$ cat src/rtl/lupc_pkg.sv
// Shared types and constants for the latch unlock pulse controller.
`timescale 1ns / 1ps
`default_nettype none

package lupc_pkg;

    localparam int TIME_MAX_WIDTH = 32;
    localparam int IN_DATA_WIDTH  = 104;
    localparam int OUT_DATA_WIDTH = 56;

    localparam logic [15:0] UNLOCK_DELAY_RESET = 16'd0;
    localparam logic [15:0] DELAY_MAX_RESET    = 16'd60000;
    localparam logic [15:0] PULSE_CAP_RESET    = 16'd500;
    localparam logic [15:0] COOLDOWN_RESET     = 16'd2000;

    // x / 1000 == (x * DIV_RECIP) >> DIV_SHIFT for every 32-bit x
    localparam int          MS_PER_SECOND = 1000;
    localparam int          DIV_SHIFT     = 38;
    localparam int          PRODUCT_WIDTH = 61;
    localparam logic [28:0] DIV_RECIP     = 29'd274877907;

    typedef enum logic [1:0] {
        PH_IDLE     = 2'd0,
        PH_DELAY    = 2'd1,
        PH_PULSE    = 2'd2,
        PH_COOLDOWN = 2'd3
    } phase_t;

    typedef enum logic [1:0] {
        REG_UNLOCK_DELAY = 2'd0,
        REG_DELAY_MAX    = 2'd1,
        REG_PULSE_CAP    = 2'd2,
        REG_COOLDOWN     = 2'd3
    } reg_index_t;

    typedef struct packed {
        logic [15:0] unlock_delay_ms;
        logic [15:0] delay_limit_ms;
        logic [15:0] pulse_cap_ms;
        logic [15:0] cooldown_ms;
    } cfg_t;

    typedef struct packed {
        logic        op;
        logic [31:0] now_ms;
        logic        sense_low;
        logic [15:0] pulse_ms;
        logic [15:0] requester_id;
        logic [15:0] enable_id;
        logic        ignore_sense;
        logic [15:0] active_enable_id;
    } item_t;

    typedef struct packed {
        logic                      accepted;
        logic                      busy_with_same;
        phase_t                    phase;
        logic                      locked;
        logic                      clear_valid;
        logic [15:0]               clear_id;
        logic                      enable_valid;
        logic [15:0]               enable_set_id;
        logic                      is_tick;
        logic [TIME_MAX_WIDTH-1:0] elapsed;
    } stage_t;

    typedef struct packed {
        logic        accepted;
        logic        busy_with_same;
        logic        drive_on;
        phase_t      phase;
        logic        locked;
        logic [15:0] seconds_unlocked;
        logic        clear_valid;
        logic [15:0] clear_id;
        logic        enable_valid;
        logic [15:0] enable_set_id;
    } result_t;

endpackage

`default_nettype wire

$ cat src/rtl/lupc_seq.sv
// Unlock sequencer state, debounce and time-since-locked capture for one item.
`timescale 1ns / 1ps
`default_nettype none

module lupc_seq #(
    parameter int TIME_WIDTH = 32
) (
    input  wire logic             clk,
    input  wire logic             rst_n,
    input  wire logic             take,
    input  wire lupc_pkg::item_t  item,
    input  wire lupc_pkg::cfg_t   cfg,
    output lupc_pkg::stage_t      stage,
    output lupc_pkg::phase_t      phase
);

    localparam int EW = lupc_pkg::TIME_MAX_WIDTH;

    lupc_pkg::phase_t        phase_reg, phase_next;
    logic [TIME_WIDTH-1:0]   delay_start_reg, delay_start_next;
    logic [TIME_WIDTH-1:0]   pulse_start_reg, pulse_start_next;
    logic [15:0]             delay_cap_reg, delay_cap_next;
    logic [15:0]             min_pulse_reg, min_pulse_next;
    logic [15:0]             pend_req_reg, pend_req_next;
    logic [15:0]             pend_en_reg, pend_en_next;
    logic                    pend_ign_reg, pend_ign_next;
    logic                    lock_reg, lock_next;
    logic                    prev_reg, prev_next;
    logic [TIME_WIDTH-1:0]   last_locked_reg, last_locked_next;

    logic [TIME_WIDTH-1:0]   now_t;
    logic [TIME_WIDTH-1:0]   el_delay;
    logic [TIME_WIDTH-1:0]   el_pulse;
    logic [TIME_WIDTH-1:0]   el_lock;
    logic                    finish;

    assign now_t    = item.now_ms[TIME_WIDTH-1:0];
    assign el_delay = now_t - delay_start_reg;
    assign el_pulse = now_t - pulse_start_reg;
    assign el_lock  = now_t - last_locked_reg;
    assign phase    = phase_reg;

    always_ff @(posedge clk or negedge rst_n)
    begin
        if (!rst_n)
        begin
            phase_reg       <= lupc_pkg::PH_IDLE;
            delay_start_reg <= '0;
            pulse_start_reg <= '0;
            delay_cap_reg   <= '0;
            min_pulse_reg   <= '0;
            pend_req_reg    <= '0;
            pend_en_reg     <= '0;
            pend_ign_reg    <= 1'b0;
            lock_reg        <= 1'b0;
            prev_reg        <= 1'b0;
            last_locked_reg <= '0;
        end
        else if (take)
        begin
            phase_reg       <= phase_next;
            delay_start_reg <= delay_start_next;
            pulse_start_reg <= pulse_start_next;
            delay_cap_reg   <= delay_cap_next;
            min_pulse_reg   <= min_pulse_next;
            pend_req_reg    <= pend_req_next;
            pend_en_reg     <= pend_en_next;
            pend_ign_reg    <= pend_ign_next;
            lock_reg        <= lock_next;
            prev_reg        <= prev_next;
            last_locked_reg <= last_locked_next;
        end
    end

    always_comb
    begin
        phase_next       = phase_reg;
        delay_start_next = delay_start_reg;
        pulse_start_next = pulse_start_reg;
        delay_cap_next   = delay_cap_reg;
        min_pulse_next   = min_pulse_reg;
        pend_req_next    = pend_req_reg;
        pend_en_next     = pend_en_reg;
        pend_ign_next    = pend_ign_reg;
        lock_next        = lock_reg;
        prev_next        = prev_reg;
        last_locked_next = last_locked_reg;
        finish           = 1'b0;

        stage                = '0;
        stage.busy_with_same = (phase_reg != lupc_pkg::PH_IDLE)
                               && (pend_req_reg == item.requester_id);

        if (item.op)
        begin
            if (phase_reg == lupc_pkg::PH_IDLE)
            begin
                delay_cap_next = (cfg.unlock_delay_ms > cfg.delay_limit_ms)
                                 ? cfg.delay_limit_ms : cfg.unlock_delay_ms;
                min_pulse_next = (item.pulse_ms > cfg.pulse_cap_ms)
                                 ? cfg.pulse_cap_ms : item.pulse_ms;
                pend_req_next    = item.requester_id;
                pend_en_next     = item.enable_id;
                pend_ign_next    = item.ignore_sense;
                delay_start_next = now_t;
                phase_next       = lupc_pkg::PH_DELAY;
                stage.accepted   = 1'b1;
            end
        end
        else
        begin
            unique case (phase_reg)
                lupc_pkg::PH_IDLE:
                begin
                end
                lupc_pkg::PH_DELAY:
                begin
                    if (el_delay >= TIME_WIDTH'(delay_cap_reg))
                    begin
                        if (pend_ign_reg || item.sense_low)
                        begin
                            pulse_start_next = now_t;
                            phase_next       = lupc_pkg::PH_PULSE;
                        end
                        else
                        begin
                            finish     = 1'b1;
                            phase_next = lupc_pkg::PH_IDLE;
                        end
                    end
                end
                lupc_pkg::PH_PULSE:
                begin
                    if ((el_pulse >= TIME_WIDTH'(cfg.pulse_cap_ms))
                        || (!pend_ign_reg && (el_pulse >= TIME_WIDTH'(min_pulse_reg))
                            && !item.sense_low))
                    begin
                        finish     = 1'b1;
                        phase_next = lupc_pkg::PH_COOLDOWN;
                    end
                end
                lupc_pkg::PH_COOLDOWN:
                begin
                    if (el_pulse >= TIME_WIDTH'(cfg.cooldown_ms))
                        phase_next = lupc_pkg::PH_IDLE;
                end
                default:
                begin
                end
            endcase

            if (finish)
            begin
                if (pend_req_reg != 16'd0)
                begin
                    stage.clear_valid = 1'b1;
                    stage.clear_id    = pend_req_reg;
                end
                if ((pend_en_reg != 16'd0) && (pend_en_reg == item.active_enable_id))
                begin
                    stage.enable_valid  = 1'b1;
                    stage.enable_set_id = pend_en_reg;
                end
                pend_req_next = '0;
                pend_en_next  = '0;
            end

            lock_next = item.sense_low && prev_reg;
            prev_next = item.sense_low;
            if (lock_next)
                last_locked_next = now_t;
        end

        stage.phase   = phase_next;
        stage.locked  = lock_next;
        stage.is_tick = !item.op;
        stage.elapsed = EW'(el_lock);
    end

endmodule

`default_nettype wire

$ cat src/rtl/lupc_secs.sv
// Seconds-unlocked divide by reciprocal and result register.
`timescale 1ns / 1ps
`default_nettype none

module lupc_secs (
    input  wire logic              clk,
    input  wire logic              rst_n,
    input  wire logic              load,
    input  wire lupc_pkg::stage_t  stage,
    output lupc_pkg::result_t      result
);

    localparam int PW = lupc_pkg::PRODUCT_WIDTH;
    localparam int QL = lupc_pkg::DIV_SHIFT;

    logic [PW-1:0]       product;
    logic [15:0]         seconds;
    logic [15:0]         held_seconds_reg, held_seconds_next;
    lupc_pkg::result_t   result_reg, result_next;

    assign product = PW'(stage.elapsed) * PW'(lupc_pkg::DIV_RECIP);
    assign seconds = product[QL+15:QL];

    always_comb
    begin
        if (!stage.is_tick)
            held_seconds_next = held_seconds_reg;
        else if (stage.locked)
            held_seconds_next = '0;
        else
            held_seconds_next = seconds;

        result_next.accepted         = stage.accepted;
        result_next.busy_with_same   = stage.busy_with_same;
        result_next.drive_on         = (stage.phase == lupc_pkg::PH_PULSE);
        result_next.phase            = stage.phase;
        result_next.locked           = stage.locked;
        result_next.seconds_unlocked = held_seconds_next;
        result_next.clear_valid      = stage.clear_valid;
        result_next.clear_id         = stage.clear_id;
        result_next.enable_valid     = stage.enable_valid;
        result_next.enable_set_id    = stage.enable_set_id;
    end

    always_ff @(posedge clk or negedge rst_n)
    begin
        if (!rst_n)
            held_seconds_reg <= '0;
        else if (load)
            held_seconds_reg <= held_seconds_next;
    end

    always_ff @(posedge clk)
    begin
        if (load)
            result_reg <= result_next;
    end

    assign result = result_reg;

endmodule

`default_nettype wire

$ cat src/rtl/latch_unlock_pulse_controller.sv
// Latch unlock pulse controller top level: config registers, pipeline and stream ports.
//
// Usage: each item on the s_axis channel is either a tick (tuser 0) carrying the
// millisecond time, the sense sample and the active enable id, or an unlock request
// (tuser 1) carrying time, pulse length, requester id, enable id and ignore-sense.
// Every accepted item yields exactly one result item on m_axis, in order.
// Registers are written through cfg_we / cfg_addr / cfg_wdata, one per cycle, and
// take effect for items accepted after the write.
// The sequencer state and the stage register load at the accepting edge; the seconds
// divide feeds the result register, which loads when it is empty or being taken.
// Throughput is one item per cycle, sustained while m_axis_tready stays high.
// When m_axis_tready is low the result register holds, the stage behind it fills,
// and s_axis_tready then drops until the receiver takes a result.
// Reset clears both stage valids, the sequencer to idle with zeroed captures, the
// debounce and time-since-locked state, and loads the register defaults
// (delay 0, delay max 60000, pulse cap 500, cooldown 2000).
`timescale 1ns / 1ps
`default_nettype none

module latch_unlock_pulse_controller #(
    parameter int TIME_WIDTH = 32
) (
    input  wire logic        clk,
    input  wire logic        rst_n,
    input  wire logic        cfg_we,
    input  wire logic [1:0]  cfg_addr,
    input  wire logic [15:0] cfg_wdata,
    input  wire logic        s_axis_tvalid,
    output      logic        s_axis_tready,
    // now_ms[31:0], sense_low[32], pulse_ms[48:33], requester_id[64:49],
    // enable_id[80:65], ignore_sense[81], active_enable_id[97:82], zero pad
    input  wire logic [lupc_pkg::IN_DATA_WIDTH-1:0]  s_axis_tdata,
    // op[0]
    input  wire logic        s_axis_tuser,
    output      logic        m_axis_tvalid,
    input  wire logic        m_axis_tready,
    // accepted[0], busy_with_same[1], drive_on[2], phase[4:3], locked[5],
    // seconds_unlocked[21:6], clear_valid[22], clear_id[38:23],
    // enable_valid[39], enable_set_id[55:40]
    output      logic [lupc_pkg::OUT_DATA_WIDTH-1:0] m_axis_tdata
);

    lupc_pkg::cfg_t     cfg_reg;
    lupc_pkg::item_t    item;
    lupc_pkg::stage_t   stage_comb;
    lupc_pkg::stage_t   stage_reg;
    lupc_pkg::result_t  result;
    lupc_pkg::phase_t   seq_phase;

    logic s1_valid_reg, s1_valid_next;
    logic out_valid_reg, out_valid_next;
    logic advance;
    logic load;
    logic take;

    always_ff @(posedge clk or negedge rst_n)
    begin
        if (!rst_n)
        begin
            cfg_reg.unlock_delay_ms <= lupc_pkg::UNLOCK_DELAY_RESET;
            cfg_reg.delay_limit_ms  <= lupc_pkg::DELAY_MAX_RESET;
            cfg_reg.pulse_cap_ms    <= lupc_pkg::PULSE_CAP_RESET;
            cfg_reg.cooldown_ms     <= lupc_pkg::COOLDOWN_RESET;
        end
        else if (cfg_we)
        begin
            unique case (lupc_pkg::reg_index_t'(cfg_addr))
                lupc_pkg::REG_UNLOCK_DELAY: cfg_reg.unlock_delay_ms <= cfg_wdata;
                lupc_pkg::REG_DELAY_MAX:    cfg_reg.delay_limit_ms  <= cfg_wdata;
                lupc_pkg::REG_PULSE_CAP:    cfg_reg.pulse_cap_ms    <= cfg_wdata;
                lupc_pkg::REG_COOLDOWN:     cfg_reg.cooldown_ms     <= cfg_wdata;
                default:                    cfg_reg.cooldown_ms     <= cfg_reg.cooldown_ms;
            endcase
        end
    end

    assign item.op               = s_axis_tuser;
    assign item.now_ms           = s_axis_tdata[31:0];
    assign item.sense_low        = s_axis_tdata[32];
    assign item.pulse_ms         = s_axis_tdata[48:33];
    assign item.requester_id     = s_axis_tdata[64:49];
    assign item.enable_id        = s_axis_tdata[80:65];
    assign item.ignore_sense     = s_axis_tdata[81];
    assign item.active_enable_id = s_axis_tdata[97:82];

    // advance the result register when it is empty or being taken
    assign advance        = !out_valid_reg || m_axis_tready;
    assign load           = s1_valid_reg && advance;
    assign s_axis_tready  = !s1_valid_reg || advance;
    assign take           = s_axis_tvalid && s_axis_tready;
    assign s1_valid_next  = take || (s1_valid_reg && !advance);
    assign out_valid_next = load || (out_valid_reg && !m_axis_tready);

    lupc_seq #(
        .TIME_WIDTH (TIME_WIDTH)
    ) u_seq (
        .clk   (clk),
        .rst_n (rst_n),
        .take  (take),
        .item  (item),
        .cfg   (cfg_reg),
        .stage (stage_comb),
        .phase (seq_phase)
    );

    always_ff @(posedge clk or negedge rst_n)
    begin
        if (!rst_n)
        begin
            s1_valid_reg  <= 1'b0;
            out_valid_reg <= 1'b0;
        end
        else
        begin
            s1_valid_reg  <= s1_valid_next;
            out_valid_reg <= out_valid_next;
        end
    end

    always_ff @(posedge clk)
    begin
        if (take)
            stage_reg <= stage_comb;
    end

    lupc_secs u_secs (
        .clk    (clk),
        .rst_n  (rst_n),
        .load   (load),
        .stage  (stage_reg),
        .result (result)
    );

    assign m_axis_tvalid = out_valid_reg;
    assign m_axis_tdata  = {result.enable_set_id, result.enable_valid,
                            result.clear_id, result.clear_valid,
                            result.seconds_unlocked, result.locked,
                            result.phase, result.drive_on,
                            result.busy_with_same, result.accepted};

`ifndef SYNTHESIS
    a_stall_blocks_input: assert property (@(posedge clk) disable iff (!rst_n)
        (s1_valid_reg && out_valid_reg && !m_axis_tready) |-> !s_axis_tready)
        else $error("input taken while both stages are stalled");

    a_accept_enters_delay: assert property (@(posedge clk) disable iff (!rst_n)
        (out_valid_reg && result.accepted) |-> (result.phase == lupc_pkg::PH_DELAY))
        else $error("accepted request did not enter the delay phase");

    a_finish_phase: assert property (@(posedge clk) disable iff (!rst_n)
        (out_valid_reg && (result.clear_valid || result.enable_valid))
        |-> ((result.phase == lupc_pkg::PH_COOLDOWN) || (result.phase == lupc_pkg::PH_IDLE)))
        else $error("finish report outside a finishing transition");

    a_phase_moves_on_take: assert property (@(posedge clk) disable iff (!rst_n)
        !take |=> $stable(seq_phase))
        else $error("sequencer phase changed without an accepted item");
`endif

endmodule

`default_nettype wire

$ cat config.mk
export PLATFORM = sky130hd
export DESIGN_NAME = latch_unlock_pulse_controller
export DESIGN_NICKNAME = d
export VERILOG_FILES = /design/src/rtl/lupc_pkg.sv /design/src/rtl/lupc_seq.sv /design/src/rtl/lupc_secs.sv /design/src/rtl/latch_unlock_pulse_controller.sv
export SDC_FILE = /design/constraint.sdc
export NUM_CORES = 2
export LEC_CHECK = 0
export BUFFER_PORTS_ARGS = -buffer_cell sky130_fd_sc_hd__buf_4
export CAP_MARGIN = 20
export CORE_UTILIZATION = 55
export CTS_CLUSTER_DIAMETER = 60
export DETAILED_ROUTE_END_ITERATION = 12
export PLACE_DENSITY = 0.73
export SLEW_MARGIN = 5
export SYNTH_ARGS = -nofsm -noshare
export SYNTH_HDL_FRONTEND = slang
export SYNTH_SLANG_ARGS = --single-unit
$ cat constraint.sdc
create_clock -name clk -period 13.1 [get_ports clk]
set_clock_uncertainty 0.2 [all_clocks]
set_input_delay 2.62 -clock clk [delete_from_list [all_inputs] [get_ports clk]]
set_output_delay 2.62 -clock clk [all_outputs]
set_load 0.01 [all_outputs]
# After elaboration in Yosys (flattened, before gate mapping)
# Cells that the tools add are included.
dict set report word_totals {
  register_bits 375
  output_inout_bits 58
  word_cells 127
  input_bits 128
}
dict set report classes {
  n_reduce_logical 40
  order_cmp 6
  multipliers 1
  muxes 25
  addsub 3
  bitwise 4
  n_eq_ne 10
}
# cell n
set op_table {}
lappend op_table {{$mux W16} 9}
lappend op_table {{$ge A32 B16 Y1} 4}
lappend op_table {{$sub A32 B32 Y32} 3}
lappend op_table {{$mul A32 B29 Y54 const B} 1}
lappend op_table {{$mux W17} 2}
lappend op_table {{$eq A16 B16 Y1} 2}
lappend op_table {{$gt A16 B16 Y1} 2}
lappend op_table {{$reduce_bool A16 Y1} 2}
lappend op_table {{$mux W2} 6}
lappend op_table {{$eq A2 B2 Y1 const B} 5}
lappend op_table {{$reduce_and A2 Y1} 5}
lappend op_table {{$logic_and A1 B1 Y1} 9}
lappend op_table {{$reduce_and A3 Y1} 3}
lappend op_table {{$logic_not A1 Y1} 7}
lappend op_table {{$logic_or A1 B1 Y1} 6}
lappend op_table {{$mux W1} 6}
lappend op_table {{$pmux W2 S3} 1}
lappend op_table {{$reduce_or A3 Y1} 2}
lappend op_table {{$reduce_and A5 Y1} 1}
lappend op_table {{$eq A2 B1 Y1 const B} 2}
lappend op_table {{$logic_not A2 Y1} 2}
lappend op_table {{$not A1 Y1} 4}
lappend op_table {{$reduce_bool A2 Y1} 2}
lappend op_table {{$ne A2 B1 Y1 const B} 1}
lappend op_table {{other kinds (2)} 2}

# Depth between registers and ports, before layout
dict set report logic_depth {
  ltp_word 10
  depth_mapped 26
  mapped_depth_nobuf 26
}

# Modules after synthesis
# A second synthesis with hierarchy kept.
dict set report hier_totals {
  hier_cells 3606
  hier_area_um2 36224.7
}
# module cells_each seq_area_each_um2 area_each_um2 n_inst
set modules_own_cells {}
lappend modules_own_cells {lupc_secs 1581 2082.0 16562.1 1}
lappend modules_own_cells {lupc_seq 1809 4129.0 14976.9 1}
lappend modules_own_cells {latch_unlock_pulse_controller 216 3837.4 4685.7 1}

# Least setup slack after synthesis
# Ideal clock, no wire load.
dict set report synth_path {
  path_type {reg-to-reg}
  start {reg stage_reg[20] (netlist bit)}
  end {reg u_secs.result_reg, in the netlist u_secs.result[38] (data pin)}
  required_ns 12.626
  setup_time_ns 0.274
  arrival_time_ns 6.653
  path_stages_with_launch 27
  period_less_slack_ns 7.127
  path_slack_ns 5.973
  cell_sequence {edfxtp_1 ha_1 fa_1 fa_1 inv_1 fa_1 inv_1 fa_1 inv_1 fa_1 inv_1 fa_1 inv_1 fa_1 inv_1 ha_1 and3_1 a221oi_1 o21ai_0 a22oi_1 o21ai_0 a21oi_1 a21boi_0 or2_2 a21oi_1 xor2_1 o22ai_1}
}
dict set report synth_via {
  elab_chain_len 3
}
# item line_no
set synth_rtl {}
lappend synth_rtl {{from (decl)} latch_unlock_pulse_controller.sv:46} ;# lupc_pkg::stage_t stage_reg;
lappend synth_rtl {{from (signal assigned)} latch_unlock_pulse_controller.sv:123} ;# stage_reg <= stage_comb;
lappend synth_rtl {{$mul A32 B29 Y54} lupc_secs.sv:21} ;# assign product = PW'(stage.elapsed) * PW'(lupc_pkg::DIV_RECIP);
lappend synth_rtl {{$mux W16} lupc_secs.sv:28} ;# else if (stage.locked)
lappend synth_rtl {{$mux W16} lupc_secs.sv:26} ;# if (!stage.is_tick)
lappend synth_rtl {{net u_secs.held_seconds_next[4]} lupc_secs.sv:18} ;# logic [15:0] held_seconds_reg, held_seconds_next;
lappend synth_rtl {{to (signal assigned)} lupc_secs.sv:56} ;# result_reg <= result_next;
lappend synth_rtl {{to (decl)} lupc_secs.sv:19} ;# lupc_pkg::result_t result_reg, result_next;
# The timed path passes the listed nets, and every way through them passes these cells.
# A chain may end at the register's enable or synchronous reset.

# Worst setup path in the final report
dict set report layout_path {
  start {reg stage_reg[8] (netlist bit)}
  end {reg u_secs.result_reg, in the netlist u_secs.result[34] (data pin)}
}
# Same word-level chain as after synthesis.

==> summary.txt <==
Critical path
  – Element type at the critical path start: flip-flop
  – Required @ worst endpoint: approximately 13 ns
  – Setup CP Type: reg -> reg
  – Worst path arrival time: roughly 8.5 ns
  – Crit end category: flip-flop
  – Crit path max fanout: 11
  – R2r worst-path depth: 25

Timing
  – Worst setup margin: 4.67 ns
  – Final Hold Vio Count: 0
  – Min cycle time layout: approximately 8.4 ns
  – Max Clock Freq: around 120 MHz
  – Count of pins over their slew limit: 0
  – Slew of the pin with the lowest slew margin: 1.06 ns
  – Final setup violation count: 0
  – RSZ-0062 raised after global routing: false
  – Normalized max-slew margin: 27.5%
  – Final Cycle Share: 64.3%
  – Setup TNS Final: 0 ns

Synth
  – Top_reg_cell synth: dfrtp_1
  – Largest area contributor in the netlist: ha_1
  – YS warnings: 0
  – Most frequent cells after synthesis: inv_1 (724), ha_1 (556), fa_1 (299)
  – Post-synthesis compound-gate area fraction: a little under an eighth
  – Post-synthesis simple-gate area fraction: 8.60%
  – Post-Synth Adder-Cell Area: a little over a third
  – Post-synth EDFFs: roughly 130
  – Synth Area in XOR/XNOR: approximately 3%
  – Main area contributors after synthesis: ha_1 (19%), fa_1 (17%), dfrtp_1 (16%)
  – Number of distinct library cells after synthesis: just under 90
  – Mux cell area share after synthesis: 4.37%
  – Most frequent cell after synthesis: inv_1
  – Post-synthesis sequential area ratio: 27.9%
  – Synthesis-stage register bit count: between 300 and 400
  – Post-Synthesis Cells: about 3.6k
  – Yosys top cell area share: between 10% and 20%
  – Largest family of logic cells by synthesized area: adder cells
  – Cell Area, Synth: about 36000 um2
  – Asr flop ratio synth: between 60% and 70%
  – Net Count, Synth: about 4.6k
  – Syn avg cell area: slightly above 10 um2

Clocking
  – Post CTS Setup Buffer Count: 0
  – TritonCTS buffer count: between 40 and 50
  – CTS max path bufs: 3
  – CTS tree: built
  – H-tree levels: 2
  – Clk root buf: clkbuf_16
  – # clock sinks: 375
  – Clk_lat worst skew: 0.58 ns
  – Clock slew at reported path FFs: approximately 0.060 ns
  – CTS resizes: 0
  – Post-CTS Hold Fix Bufs: 0

Drt
  – Drt pass-1 iters: 8
  – Routed vias/inst: between 5 and 6
  – Per-cell routed wire length: between 15 and 20 um
  – Remaining DRCs: 0
  – WL final: 84700 um
  – Routed Antenna Nets: 0
  – DR vias: ~26k
  – First-iteration detailed-routing DRC count: between 1k and 1.5k

Global routing
  – Global route overflow: 0
  – Initial antenna violation count: 1
  – Largest net degree at the start of global routing: 90
  – First-pass GRT wire length: approximately 140000 um
  – GR Util All Layers: a little over a quarter
  – Vias in the first global route: 26.7k

Final layout
  – Area grow syn2layout: 9.90%
  – Nets: ~4.7k
  – Fillers: between 5k and 6k
  – Max reg flops: 72
  – Layout cell share with drive strength beyond 1: around 11%

Place
  – IO buf count: around 180
  – Post-DP HPWL: between 60000 and 70000 um
  – Post-placement setup slack: 4.71 ns
  – Gpl congestion: around 0.92

Floorplan
  – Rows: 93
  – Die ar.: ~67000 um2
  – Die height: between 200 and 300 um
  – Die width: between 200 and 300 um
  – IO Pins: around 190
  – Starting Density: approximately 56%
  – Total core area: around 65000 um2

Hold path
  – Hold path depth: 0
  – Hold/Removal Path Class: reg -> reg

Run
  – Max-Cap Viols: 0

Status
  – Status: completed
[path summary, 6_finish.rpt]
path	from	end	slack (ns)
max	stage_reg[8]	u_secs.result[34]	4.67
min	stage_reg[44]	u_secs.result[11]	0.22
max reg2reg	stage_reg[8]	u_secs.result[34]	4.67
min reg2reg	stage_reg[44]	u_secs.result[11]	0.22
max in group asynchronous	rst_n	u_secs.held_seconds_reg[0]	8.87
min in group asynchronous	rst_n	cfg_reg[19]	1.76
[critical path, cell delays in order, from the launching register on]
cell,delay (ns)
edfxtp_1,0.86
ha_1,0.40
fa_1,0.41
fa_1,0.54
inv_1,0.05
fa_1,0.49
inv_1,0.05
fa_1,0.49
inv_1,0.05
fa_1,0.47
inv_1,0.05
fa_1,0.53
inv_1,0.05
fa_1,0.50
inv_1,0.04
ha_1,0.29
o21ai_0,0.07
o21ai_0,0.11
a21oi_1,0.35
a21oi_1,0.15
o21ai_0,0.21
nand2b_1,0.08
a2111oi_0,0.94
o31a_1,0.28
xor2_1,0.33
o22ai_1,0.15
[placed cells by master, fill, tap and decap left out, types with 34 or more instances in the layout]
cell type and instances:
a21o_1 59, a21oi_1 135, buf_4 190, clkbuf_16 43, dfrtp_1 228, edfxtp_1 128
fa_1 299, ha_1 556, inv_1 723, mux2_2 104, mux2i_1 38, nand2_1 224
nand3_1 39, nand4_1 48, nor2_1 92, nor3_1 34, o21ai_0 190, xnor2_1 74
xor2_1 47
[metrics by stage]
step	util (%)	area (um2)	hold WS, ns	instances
final	61.3	39600	0.217	4616
after detailed placement	59.2	38200	0.205	4539
after global placement	59.2	38200	0.200	4539
after global routing	61.3	39600	0.224	4616
after floorplan	-	36000	0.200	3575
after CTS	61.3	39600	0.218	4615
[metal layers]
metal  part of all wire, %  track usage [%]
met5                     0                0
met4                   3.1             8.40
met3                   3.1             2.14
met2                    50             45.8
met1                    44             34.1
[cell families (layout without fill, tap and decap cells)]
logic type,after synthesis,count (layout)
simple gates,625,625
mux,144,144
xor+xnor,121,121
buf+inv,806,991
fa+ha+maj,855,855
compound gates,649,649
other cells,0,1
flops,375,375
[area by class of cell]
cell class                 count  area (um2)  area share (%)
clock buffer                  52        1160            2.93
timing repair buffer         191        1440            3.64
inverter                     724        2720            6.86
sequential                   375       10000            25.4
antenna                        1        2.50         0.00632
clock inverter                24         250           0.632
tap                          855        1070            2.70
multi-input combinational   2394       22900            57.9
Power is left out: the tool's default activity adds up to more than one toggle a clock period on the data nets, which glitch-free logic cannot reach.
